$ cat config.mk
export PLATFORM = sky130hd
export DESIGN_NAME = stable_priority_queue
export DESIGN_NICKNAME = d
export VERILOG_FILES = /design/src/rtl/core/spq_pkg.sv /design/src/rtl/core/stable_priority_queue.sv /design/src/rtl/core/spq_ram.sv /design/src/rtl/core/spq_seq.sv
export SDC_FILE = /design/constraint.sdc
export NUM_CORES = 1
export LEC_CHECK = 0
export BUFFER_PORTS_ARGS = -buffer_cell sky130_fd_sc_hd__buf_2
export CAP_MARGIN = 25
export CORE_MARGIN = 2
export CORE_UTILIZATION = 48
export CTS_CLUSTER_SIZE = 8
export DETAILED_ROUTE_END_ITERATION = 8
export GPL_ROUTABILITY_DRIVEN = 1
export HOLD_SLACK_MARGIN = 0.1
export PLACE_DENSITY_LB_ADDON = 0.05
export SLEW_MARGIN = 20
export SYNTH_ARGS = -nofsm -noshare
export SYNTH_HDL_FRONTEND = slang
export SYNTH_HIERARCHICAL = 1
export SYNTH_SLANG_ARGS = --single-unit
$ cat constraint.sdc
create_clock -name clk -period 7.9 [get_ports clk]
set_input_delay 1.185 -clock clk [delete_from_list [all_inputs] [get_ports clk]]
set_output_delay 1.185 -clock clk [all_outputs]
set_load 0.01 [all_outputs]
$ cat src/rtl/core/spq_pkg.sv
// Shared types and codes for the stable priority queue.
// No dependencies; imported by the sequencer and the top level.
`timescale 1ns / 1ps

package spq_pkg;

  // Command codes carried in the input item.
  localparam logic [1:0] CMD_ENQ       = 2'd0;
  localparam logic [1:0] CMD_DEQ_HEAD  = 2'd1;
  localparam logic [1:0] CMD_DEQ_EXACT = 2'd2;
  localparam logic [1:0] CMD_DEQ_MIN   = 2'd3;

  // Status codes carried in the result item.
  localparam logic [1:0] ST_OK           = 2'd0;
  localparam logic [1:0] ST_BAD_PRIORITY = 2'd1;
  localparam logic [1:0] ST_FULL         = 2'd2;
  localparam logic [1:0] ST_NONE         = 2'd3;

  // One decoded input item.
  typedef struct packed {
    logic [1:0]  cmd;
    logic [7:0]  priority_req;
    logic [31:0] payload;
  } spq_req_t;

  // One result item.
  typedef struct packed {
    logic [1:0]  status;
    logic [7:0]  out_priority;
    logic [31:0] out_payload;
    logic [4:0]  entry_total;
    logic        head_valid;
    logic [7:0]  head_priority;
    logic [31:0] head_payload;
  } spq_res_t;

endpackage

$ cat src/rtl/core/stable_priority_queue.sv
// Top level of the stable priority queue: stream ports and result register.
// Depends on spq_pkg and spq_seq.
`timescale 1ns / 1ps

// Channel  Direction  Data bits  Contents
// s_axis   in         48         cmd, priority_req, payload
// m_axis   out        88         status, out_priority, out_payload, entry_total,
//                                head_valid, head_priority, head_payload
//
// One item at a time; a single RAM read port is walked one entry at a time.
// Enqueue works back from the tail, moving up k entries of lower priority.
// Dequeue scans s entries from the head, then moves m later entries down.
// Reset (rst, synchronous) empties the queue at once; no clearing pass.
// A result waits in the output register while the next item is worked on.

module stable_priority_queue #(
  parameter int DEPTH        = 16,
  parameter int MAX_PRIORITY = 255,
  parameter int PAYLOAD_BITS = 32
) (
  input  logic        clk,
  input  logic        rst,
  input  logic        s_axis_tvalid,
  output logic        s_axis_tready,
  // cmd[1:0], priority_req[9:2], payload[41:10], zero fill [47:42]
  input  logic [47:0] s_axis_tdata,
  output logic        m_axis_tvalid,
  input  logic        m_axis_tready,
  // status[1:0], out_priority[9:2], out_payload[41:10], entry_total[46:42],
  // head_valid[47], head_priority[55:48], head_payload[87:56]
  output logic [87:0] m_axis_tdata
);
  import spq_pkg::*;

  spq_req_t req;
  spq_res_t res;
  logic     res_valid;
  logic     res_ready;
  logic     out_valid;
  spq_res_t out_res;

  // Unpack the input item.
  assign req.cmd          = s_axis_tdata[1:0];
  assign req.priority_req = s_axis_tdata[9:2];
  assign req.payload      = s_axis_tdata[41:10];

  spq_seq #(
    .DEPTH       (DEPTH),
    .MAX_PRIORITY(MAX_PRIORITY),
    .PAYLOAD_BITS(PAYLOAD_BITS)
  ) u_seq (
    .clk      (clk),
    .rst      (rst),
    .req_valid(s_axis_tvalid),
    .req_ready(s_axis_tready),
    .req      (req),
    .res_valid(res_valid),
    .res_ready(res_ready),
    .res      (res)
  );

  // Output register takes a result whenever it is empty or being drained.
  assign res_ready = !out_valid || m_axis_tready;

  always_ff @(posedge clk) begin
    if (rst) begin
      out_valid <= 1'b0;
    end else if (res_ready) begin
      out_valid <= res_valid;
    end
  end

  always_ff @(posedge clk) begin
    if (res_ready && res_valid) begin
      out_res <= res;
    end
  end

  // Pack the result item.
  assign m_axis_tvalid = out_valid;
  assign m_axis_tdata  = {out_res.head_payload, out_res.head_priority, out_res.head_valid,
                          out_res.entry_total, out_res.out_payload, out_res.out_priority,
                          out_res.status};

endmodule

$ cat src/rtl/core/spq_ram.sv
// Generic single-write, single-read RAM with a registered read port.
// No dependencies; holds the queue entries.
`timescale 1ns / 1ps

module spq_ram #(
  parameter int WIDTH = 40,
  parameter int DEPTH = 16
) (
  input  logic                     clk,
  input  logic                     we,
  input  logic [$clog2(DEPTH)-1:0] waddr,
  input  logic [WIDTH-1:0]         wdata,
  input  logic [$clog2(DEPTH)-1:0] raddr,
  output logic [WIDTH-1:0]         rdata
);

  logic [WIDTH-1:0] mem [DEPTH];

  // Write port and registered read port.
  always_ff @(posedge clk) begin
    if (we) begin
      mem[waddr] <= wdata;
    end
    rdata <= mem[raddr];
  end

endmodule

$ cat src/rtl/core/spq_seq.sv
// Sequencer of the stable priority queue: walks the sorted entry RAM with one
// shared priority comparator, shifting one entry per step.
// Depends on spq_pkg and spq_ram.
`timescale 1ns / 1ps

module spq_seq #(
  parameter int DEPTH        = 16,
  parameter int MAX_PRIORITY = 255,
  parameter int PAYLOAD_BITS = 32
) (
  input  logic              clk,
  input  logic              rst,
  input  logic              req_valid,
  output logic              req_ready,
  input  spq_pkg::spq_req_t req,
  output logic              res_valid,
  input  logic              res_ready,
  output spq_pkg::spq_res_t res
);
  import spq_pkg::*;

  localparam int AW  = $clog2(DEPTH);
  localparam int CW  = $clog2(DEPTH + 1);
  localparam int CW1 = CW + 1;
  localparam int PW  = PAYLOAD_BITS;
  localparam int EW  = 8 + PW;

  localparam logic [3:0] S_IDLE     = 4'd0;
  localparam logic [3:0] S_CHECK    = 4'd1;
  localparam logic [3:0] S_INS_RD   = 4'd2;
  localparam logic [3:0] S_INS_EV   = 4'd3;
  localparam logic [3:0] S_INS_HEAD = 4'd4;
  localparam logic [3:0] S_SCAN_RD  = 4'd5;
  localparam logic [3:0] S_SCAN_EV  = 4'd6;
  localparam logic [3:0] S_SH_RD    = 4'd7;
  localparam logic [3:0] S_SH_WR    = 4'd8;
  localparam logic [3:0] S_HEAD_RD  = 4'd9;
  localparam logic [3:0] S_HEAD_EV  = 4'd10;
  localparam logic [3:0] S_DONE     = 4'd11;

  logic [3:0]    state;
  logic [1:0]    cmd;
  logic [7:0]    key;
  logic [PW-1:0] pay;
  logic [CW-1:0] count;
  logic [AW-1:0] idx;
  logic [1:0]    status;
  logic [7:0]    rprio;
  logic [PW-1:0] rpay;
  logic          hvalid;
  logic [7:0]    hprio;
  logic [PW-1:0] hpay;

  logic          ram_we;
  logic [AW-1:0] ram_waddr;
  logic [EW-1:0] ram_wdata;
  logic [AW-1:0] ram_raddr;
  logic [EW-1:0] ram_rdata;

  logic [63:0]   pay_in_wide;
  logic [PW-1:0] pay_in;
  logic [7:0]    rd_prio;
  logic [PW-1:0] rd_pay;
  logic          cmp_ge;
  logic          cmp_eq;
  logic          scan_last;
  logic          scan_hit;
  logic          scan_stop;
  logic          more_after_hit;
  logic          more_shift;
  logic [63:0]   rpay_wide;
  logic [63:0]   hpay_wide;
  logic [8:0]    count_wide;

  spq_ram #(
    .WIDTH(EW),
    .DEPTH(DEPTH)
  ) u_ram (
    .clk  (clk),
    .we   (ram_we),
    .waddr(ram_waddr),
    .wdata(ram_wdata),
    .raddr(ram_raddr),
    .rdata(ram_rdata)
  );

  // Incoming payload keeps its low PAYLOAD_BITS bits.
  assign pay_in_wide = 64'(req.payload);
  assign pay_in      = pay_in_wide[PW-1:0];

  // Shared comparator between the entry just read and the key.
  assign rd_prio = ram_rdata[EW-1:PW];
  assign rd_pay  = ram_rdata[PW-1:0];
  assign cmp_ge  = (rd_prio >= key);
  assign cmp_eq  = (rd_prio == key);

  // Scan and shift decisions.
  assign scan_last      = ((CW1'(idx) + CW1'(1)) == CW1'(count));
  assign scan_hit       = (cmd == CMD_DEQ_HEAD) || ((cmd == CMD_DEQ_MIN) && cmp_ge) ||
                          ((cmd == CMD_DEQ_EXACT) && cmp_eq);
  assign scan_stop      = (cmd != CMD_DEQ_EXACT) || !cmp_ge || scan_last;
  assign more_after_hit = ((CW1'(idx) + CW1'(1)) < CW1'(count));
  assign more_shift     = ((CW1'(idx) + CW1'(2)) < CW1'(count));

  // RAM port control for each step.
  always_comb begin
    ram_we    = 1'b0;
    ram_waddr = idx + AW'(1);
    ram_wdata = {key, pay};
    ram_raddr = idx;
    unique case (state)
      S_CHECK: begin
        if ((cmd == CMD_ENQ) && (key <= 8'(MAX_PRIORITY)) && (count == '0)) begin
          ram_we    = 1'b1;
          ram_waddr = '0;
        end
      end
      S_INS_EV: begin
        ram_we    = 1'b1;
        ram_wdata = cmp_ge ? {key, pay} : ram_rdata;
      end
      S_INS_HEAD: begin
        ram_we    = 1'b1;
        ram_waddr = '0;
      end
      S_SH_RD: begin
        ram_raddr = idx + AW'(1);
      end
      S_SH_WR: begin
        ram_we    = 1'b1;
        ram_waddr = idx;
        ram_wdata = ram_rdata;
      end
      S_HEAD_RD: begin
        ram_raddr = '0;
      end
      default: begin
      end
    endcase
  end

  // Sequencer.
  always_ff @(posedge clk) begin
    if (rst) begin
      state <= S_IDLE;
      count <= '0;
    end else begin
      unique case (state)
        S_IDLE: begin
          if (req_valid) begin
            cmd   <= req.cmd;
            key   <= req.priority_req;
            pay   <= pay_in;
            state <= S_CHECK;
          end
        end
        S_CHECK: begin
          rprio <= '0;
          rpay  <= '0;
          idx   <= '0;
          if (cmd == CMD_ENQ) begin
            if (key > 8'(MAX_PRIORITY)) begin
              status <= ST_BAD_PRIORITY;
              state  <= S_HEAD_RD;
            end else if (CW1'(count) == CW1'(DEPTH)) begin
              status <= ST_FULL;
              state  <= S_HEAD_RD;
            end else if (count == '0) begin
              status <= ST_OK;
              count  <= CW'(1);
              state  <= S_HEAD_RD;
            end else begin
              status <= ST_OK;
              idx    <= AW'(count - CW'(1));
              state  <= S_INS_RD;
            end
          end else begin
            status <= ST_NONE;
            state  <= (count == '0) ? S_HEAD_RD : S_SCAN_RD;
          end
        end
        S_INS_RD: begin
          state <= S_INS_EV;
        end
        S_INS_EV: begin
          // Entry moved up one slot, or the new one placed behind it.
          if (cmp_ge) begin
            count <= count + CW'(1);
            state <= S_HEAD_RD;
          end else if (idx == '0) begin
            state <= S_INS_HEAD;
          end else begin
            idx   <= idx - AW'(1);
            state <= S_INS_RD;
          end
        end
        S_INS_HEAD: begin
          count <= count + CW'(1);
          state <= S_HEAD_RD;
        end
        S_SCAN_RD: begin
          state <= S_SCAN_EV;
        end
        S_SCAN_EV: begin
          if (scan_hit) begin
            status <= ST_OK;
            rprio  <= rd_prio;
            rpay   <= rd_pay;
            if (more_after_hit) begin
              state <= S_SH_RD;
            end else begin
              count <= count - CW'(1);
              state <= S_HEAD_RD;
            end
          end else if (scan_stop) begin
            state <= S_HEAD_RD;
          end else begin
            idx   <= idx + AW'(1);
            state <= S_SCAN_RD;
          end
        end
        S_SH_RD: begin
          state <= S_SH_WR;
        end
        S_SH_WR: begin
          idx <= idx + AW'(1);
          if (more_shift) begin
            state <= S_SH_RD;
          end else begin
            count <= count - CW'(1);
            state <= S_HEAD_RD;
          end
        end
        S_HEAD_RD: begin
          if (count == '0) begin
            hvalid <= 1'b0;
            hprio  <= '0;
            hpay   <= '0;
            state  <= S_DONE;
          end else begin
            state <= S_HEAD_EV;
          end
        end
        S_HEAD_EV: begin
          hvalid <= 1'b1;
          hprio  <= rd_prio;
          hpay   <= rd_pay;
          state  <= S_DONE;
        end
        S_DONE: begin
          if (res_ready) begin
            state <= S_IDLE;
          end
        end
        default: begin
          state <= S_IDLE;
        end
      endcase
    end
  end

  // Result assembly.
  assign rpay_wide  = 64'(rpay);
  assign hpay_wide  = 64'(hpay);
  assign count_wide = 9'(count);

  assign req_ready = (state == S_IDLE);
  assign res_valid = (state == S_DONE);

  always_comb begin
    res.status        = status;
    res.out_priority  = rprio;
    res.out_payload   = rpay_wide[31:0];
    res.entry_total   = count_wide[4:0];
    res.head_valid    = hvalid;
    res.head_priority = hprio;
    res.head_payload  = hpay_wide[31:0];
  end

  // The store never holds more than its depth.
  a_count_bound: assert property (@(posedge clk) disable iff (rst)
    CW1'(count) <= CW1'(DEPTH))
    else $error("entry count above depth");

  // An accepted item keeps the sequencer busy on the next cycle.
  a_busy_after_accept: assert property (@(posedge clk) disable iff (rst)
    (req_valid && req_ready) |=> !req_ready)
    else $error("sequencer ready right after accepting an item");

  // The reported head agrees with the entry count.
  a_head_matches_count: assert property (@(posedge clk) disable iff (rst)
    res_valid |-> (hvalid == (count != '0)))
    else $error("head valid disagrees with entry count");

endmodule

==> out/summary.txt, run 1 <==
Area Overhead vs Synth: 16.3%
Main combinational cell family by area after synthesis: multiplexers
Initial drt markers: 1432
Post-synth EDFFs: 857
Period Utilization, post-route: 0.616
CP max FO: 33
Predominant post-synthesis flop cell: edfxtp_1
Post-Syn Instances: 1666
PostCTS Resize Cnt: 0
Min cycle time layout: 4.87 ns
Placed inst area: 0.0364 mm2
Mux cell area share after synthesis: 0.124
CTS Buf Count: 131
CP endpoint kind: flip-flop
Synthesized cell area: 0.0346 mm2
Synth Area in Compound Gates: 0.0372
Slew Limit Headroom: 0.279
Antenna violations before repair: 1
Post-Layout Cell Count: 2924
Core outline area: 0.0715 mm2
Cell with the largest stage delay on the worst path: nor3_2
Maxcap violations: 0
Clock skew: 0.0245 ns
Clk_lat worst skew: 0.70 ns
Clock Tree Buf Depth: 3
Die Span X: 273 um
DIE HEIGHT: 273 um
Min Hold Slack: 0.409 ns
Crit start category: flip-flop
DR vias: 16682
Power density of the placed cells: 373 mW/mm2
Least-Margin Pin Slew: 1.08 ns
Max stage delay on crit path: 0.83 ns
Register bit total from synthesis: 907
Buf/Inv on CP: 2
Xor/xnor share of the synthesized area: 0.00126
Peak supply drop: 0.338 mV
Filler instances: 5394
Asr flop ratio synth: 0
Layout Nets: 1962
Status: complete, no violations
RSZ-0062 raised after global routing: no
I/O Buffers: 135
Final WL: 76100 um
Initial cell density of the core: 0.485
CTS root buffer: clkbuf_16
First-pass GRT wire length: 112000 um
Row count: 98
Register area share after synthesis: 0.772
F_max: 205 MHz
Num ports: 142
Avg WL per Cell: 26.0 um
CP delay by family, top: simple AND/OR/NAND/NOR gates
ANT nets after route: 0
Number of global-route vias before repair: 17124
Fraction of the mapped netlist area in simple logic gates: 0.0390
Tot GR Track Use: 0.210
Avg Inst Size Synth: 20.8 um2
Num Clock Sinks: 907
CTS tree: yes
Slew Limit Fails: 0
Syn nets: 1743
HP Class: flip-flop to flip-flop
Post-synthesis cell type count: 72
CP Cell Sequence: inv_1 -> ha_1 -> or3b_1 -> nor4_2 -> mux2i_1 -> nor2_1 -> o21bai_1 -> a22o_1 -> or3b_2 -> nor3_2 -> buf_4
WP data required: 8.21 ns
Post-DP HPWL: 40200 um
Sum Neg Setup Slack: 0 ns
Synth Warn #: 6
GPL Wtd Cong: 0.832
CTS H-tree depth: 4
Die area: 0.0743 mm2
1st-pass router iterations: 5
Hold Buf Count CTS: 0
Fraction of final layout cells with drive strength greater than 1: 0.233
Via density: 5.71
Placed cells: 2700
Post-CTS setup buffer count: 0
Largest net degree at the start of global routing: 161
GRT overflow: 0
# DRC: 0
Final instance area: 0.0403 mm2
Clk pin slew, worst setup/hold paths: 0.05 ns
Setup violations, final: 0
Worst setup path category: flip-flop to flip-flop
LEAKAGE: 13.3 nW
Final Hold Fails: 0
Adder-cell area share of the yosys netlist: 0.00903
CP arrival: 5.18 ns
==> cell families (layout without fill, tap and decap cells) <==
logic type / after synthesis / after routing
AO/OA/AOI/OAI: 174 / 174
adder cells (fa/ha/maj): 25 / 25
flip-flops: 907 / 907
multiplexers: 201 / 201
other: 0 / 3
buffers and inverters: 105 / 410
AND/OR/NAND/NOR: 249 / 249
XOR/XNOR: 5 / 5
==> synthesized netlist by cell type, drive strengths merged (5+ instances only) <==
cell type	n	share of area
nor2	39	0.0042
and2	81	0.015
o21bai	5	0.0011
mux2	40	0.013
nand2b	10	0.0022
o211ai	5	0.0015
ha	25	0.0090
mux4	160	0.11
buf	35	0.010
dfxtp	50	0.029
clkbuf	49	0.0053
a22oi	82	0.018
nor3	9	0.0013
edfxtp	857	0.74
nand3	12	0.0017
nor4	5	0.0011
a21oi	25	0.0038
o21ai	12	0.0017
nor2b	6	0.0011
nand2	61	0.0066
a211oi	7	0.0018
inv	21	0.0023
==> layout make-up <==
type / instances / area (um2) / share of cell area
timing repair buffer: 170 / 988 / 0.0245
tap: 950 / 1190 / 0.0295
multi-input combinational: 654 / 7480 / 0.186
clock buffer: 209 / 3650 / 0.0908
antenna: 3 / 7.51 / 0.000186
inverter: 21 / 78.8 / 0.00196
sequential: 907 / 26700 / 0.664
clock inverter: 10 / 139 / 0.00345
==> flip-flops by register name (all words and copies together), names as in the netlist <==
name               count
u_seq/cmd              2
u_seq/rprio            8
m_axis_tvalid          1
m_axis_tdata          88
u_seq/idx              4
u_seq/u_ram/rdata     40
u_seq/state            4
u_seq/pay             32
u_seq/key              8
u_seq/hprio            8
u_seq/status           2
u_seq/u_ram/mem      640
u_seq/count            5
u_seq/rpay            32
u_seq/hpay            32
u_seq/hvalid           1
==> layer usage <==
metal	up-vias	track usage	part of all wire
li1	7330	-	-
met1	8774	0.306	0.46
met2	472	0.323	0.47
met3	106	0.0455	0.056
met4	0	0.0593	0.016
met5	-	0	0
==> power breakdown <==
group,leakage (nW),internal [mW],switching [mW],total [mW]
combinational,3.32,1.26,2.07,3.33
sequential,8.19,6.28,0.373,6.65
clock,1.81,3.14,1.91,5.06
total,13.3,10.7,4.35,15.0
==> final timing paths <==
check                                               to            from  slack, ns  cells after the start
worst min-delay path                  m_axis_tdata[28]  u_seq/rpay[18]       0.41                      0
worst max-delay path            u_seq/u_ram/mem[0][18]  u_seq/count[1]       3.03                     11
worst min register to register        m_axis_tdata[28]  u_seq/rpay[18]       0.41                      0
worst max register to register  u_seq/u_ram/mem[0][18]  u_seq/count[1]       3.03                     11
==> through the flow <==
step	utilization	setup WS, ns	total power [mW]
2_1_floorplan	-	1.63	8.97
3_3_place_gp	0.510	3.05	10.0
3_5_place_dp	0.510	2.96	10.1
4_1_cts	0.563	2.96	15.2
5_1_grt	0.563	2.69	15.7
6_report	0.563	3.03	15.0
==> layout by cell type, fill, tap and decap left out, types with 5 or more instances in the layout <==
master / synthesis / routed
nor2_1: 39 / 25
mux4_1: 60 / 60
nand3_1: 12 / 12
nor2_4: 0 / 14
ha_1: 25 / 25
buf_2: 19 / 135
nor3_2: 0 / 6
o21ai_0: 10 / 10
a21oi_1: 23 / 23
clkbuf_16: 0 / 134
a22oi_1: 82 / 82
mux4_2: 100 / 100
and2_1: 80 / 79
buf_4: 2 / 31
nand2_1: 61 / 61
inv_1: 21 / 21
nand2b_1: 8 / 8
inv_6: 0 / 5
edfxtp_1: 857 / 857
clkbuf_1: 49 / 73
mux2_1: 39 / 39
dfxtp_1: 50 / 50
o21bai_1: 5 / 5
==> worst register-to-register path, delay by kind of cell (launching register included) <==
kind            cells  cell delay (ns)
simple gates        5             2.33
buf+inv             2             0.93
compound gates      2             0.46
flops               1             0.35
fa+ha+maj           1             0.28
mux                 1             0.12
Note: power is estimated with default switching activity, not from simulation.
==> run 2: changes to the inputs <==
- ABC_AREA: not set -> 1
- clock period: 7.9 -> 4.65 ns (I/O delays scaled with it)
==> out/summary.txt, run 2 <==
Layout Nets: 3670 (+87%)
ANT nets after route: 0 (unchanged)
Die Span X: 283 um (+3.9%)
Final WL: 94100 um (+24%)
Count leader, synth: nand2_1
CTS tree: yes
Peak supply drop: 0.388 mV (+15%)
Initial cell density of the core: 0.484 (about the same)
Number of global-route vias before repair: 23576 (+38%)
I/O Buffers: 135 (unchanged)
CP Cell Sequence: inv_1 -> ha_1 -> nand3_2 -> nor2_1 -> nand3_1 -> nand2_1 -> o22ai_1 -> nand3_1 -> nor2_4 -> buf_12
Clk_lat worst skew: 0.70 ns (about the same)
CP endpoint kind: flip-flop
Predominant post-synthesis flop cell: edfxtp_1
Cell type with the highest aggregate area in the netlist: edfxtp_1
Post-synth EDFFs: 857 (unchanged)
Final Hold Fails: 0 (unchanged)
Share of the synthesized area in the top cell type: 0.687 (-0.0558)
Power density of the placed cells: 601 mW/mm2 (+61%)
Period Utilization, post-route: 0.823 (+0.207)
Post-CTS setup buffer count: 0 (unchanged)
Largest net degree at the start of global routing: 185 (+15%)
Num ports: 142 (unchanged)
1st-pass router iterations: 5 (unchanged)
Slew Limit Headroom: 0.316 (+0.0371)
Finished Core Util: 0.564 (+0.000707)
LEAKAGE: 18.3 nW (+37%)
CP most frequent cell: nand3_1
# DRC: 0 (unchanged)
Slew Limit Fails: 0 (unchanged)
Commonest non-fill, non-tap cells in the layout: nand2_1 (954), edfxtp_1 (857), inv_1 (581), nand3_1 (503), buf_2 (135)
Row count: 102 (+4.1%)
DIE HEIGHT: 283 um (+3.9%)
HP Class: input port to flip-flop
Clock Tree Buf Depth: 3 (unchanged)
Setup violations, final: 0 (unchanged)
Post-synthesis cell type count: 36 (-50%)
FF-to-FF setup slack: 0.82 ns (-2.21 ns)
Post-Syn Instances: 3382 (+100%)
Crit start category: flip-flop
Avg Inst Size Synth: 11.1 um2 (-47%)
Hold Buf Count CTS: 0 (unchanged)
Synthesized cell area: 0.0374 mm2 (+8.1%)
Number of diodes: 0 (-3)
Clock skew: 0.0226 ns (-0.00192 ns)
Avg WL per Cell: 19.9 um (-24%)
Most common cell after layout, fill and taps aside: nand2_1
Max FFs per register: 640 (unchanged)
Maxcap violations: 0 (unchanged)
Most flops, register: u_seq/u_ram/mem
WP data required: 5.04 ns (-3.17 ns)
Status: complete, no violations
CTS H-tree depth: 4 (unchanged)
Antenna violations before repair: 1 (unchanged)
CTS root buffer: clkbuf_16
Asr flop ratio synth: 0 (unchanged)
RSZ-0062 raised after global routing: no
CP max FO: 20 (-39%)
Sum Neg Setup Slack: 0 ns (unchanged)
First-pass GRT wire length: 144000 um (+28%)
Worst setup path category: flip-flop to flip-flop
Num Clock Sinks: 907 (unchanged)
Min cycle time layout: 3.83 ns (-1.04 ns)
Fraction of final layout cells with drive strength greater than 1: 0.114 (-0.119)
Via density: 5.09 (-11%)
F_max: 261 MHz (+27%)
CP arrival: 4.21 ns (-0.97 ns)
DR vias: 24107 (+45%)
CTS Buf Count: 131 (unchanged)
GPL Wtd Cong: 0.870 (+4.6%)
Post-DP HPWL: 51900 um (+29%)
Clk pin slew, worst setup/hold paths: 0.05 ns (about the same)
Core outline area: 0.0773 mm2 (+8.2%)
Max stage delay on crit path: 0.85 ns (+0.02 ns)
Tot GR Track Use: 0.238 (+0.0275)
Cell with the largest stage delay on the worst path: nor2_4
Die area: 0.0803 mm2 (+8.0%)
Ranking of synthesized cells by area: edfxtp_1 (69%), nand2_1 (9.6%), nand3_1 (6.7%)
Area Overhead vs Synth: 16.5%
Initial drt markers: 1860 (+30%)
Syn nets: 3459 (+98%)
Synth Warn #: 6 (unchanged)
GRT overflow: 0 (unchanged)
Register area share after synthesis: 0.714 (-0.0579)
PostCTS Resize Cnt: 0 (unchanged)
Least-Margin Pin Slew: 1.02 ns (-0.0546 ns)
Synth top cells by count: nand2_1 (955), edfxtp_1 (857), inv_1 (583)
Register bit total from synthesis: 907 (unchanged)
==> run 2: cells by family (layout without fill, tap and decap cells) <==
logic type,after synthesis,in the layout,synth area share
fa+ha+maj,25,25,0.00835
simple gates,1612,1612,0.181
flops,907,907,0.714
compound gates,90,90,0.0132
xor+xnor,6,6,0.00140
buf+inv,742,1054,0.0826
==> run 2: worst paths after layout <==
check	from	end	depth (start not counted)
setup / recovery	u_seq/count[0]	u_seq/u_ram/mem[14][2]	10
hold / removal	s_axis_tdata[19]	u_seq/pay[9]	1
setup reg to reg	u_seq/count[0]	u_seq/u_ram/mem[14][2]	10
hold reg to reg	u_seq/hprio[7]	m_axis_tdata[55]	0
==> run 2: critical path: cells and delay by family, from the launching register on <==
| kind | cells | cell delay (ns) |
|---|---|---|
| AO/OA/AOI/OAI | 1 | 0.38 |
| adder cells (fa/ha/maj) | 1 | 0.26 |
| buffers and inverters | 2 | 0.39 |
| flip-flops | 1 | 0.56 |
| AND/OR/NAND/NOR | 6 | 1.91 |
==> run 2: cell type report <==
cell class	instances	area, um2
inverters	592	2230
flip-flops and latches	907	26700
fillers	6519	33700
clock buffers	221	3670
clock inverters	13	229
well taps	1040	1300
repair buffers	228	1620
multi-input cells	1733	7830
==> run 2: through the flow <==
stage	area (um2)	power (mW)	setup slack, ns	instances	hold slack, ns
after detailed placement	39700	17.5	0.821	4499	0.405
after global placement	39700	17.4	1.01	4497	0.403
after CTS	43600	26.5	0.827	4733	0.119
after global routing	43600	27.6	0.633	4734	0.143
final	43600	26.2	0.822	4734	0.174
after floorplan	37500	15.1	0.908	3382	0.400
==> run 2: power by group <==
part | switching (mW) | internal (mW) | total [mW]
logic | 4.86 | 1.71 | 6.57
registers | 0.250 | 10.5 | 10.8
clock network | 3.47 | 5.39 | 8.86
==> run 2: layer usage <==
layer / GRT usage / share of wire / up-vias
met3: 0.0327 / 0.051 / 140
met1: 0.330 / 0.44 / 11768
li1: - / - / 11497
met4: 0.0713 / 0.020 / 0
met2: 0.391 / 0.49 / 702
met5: 0 / 0 / -
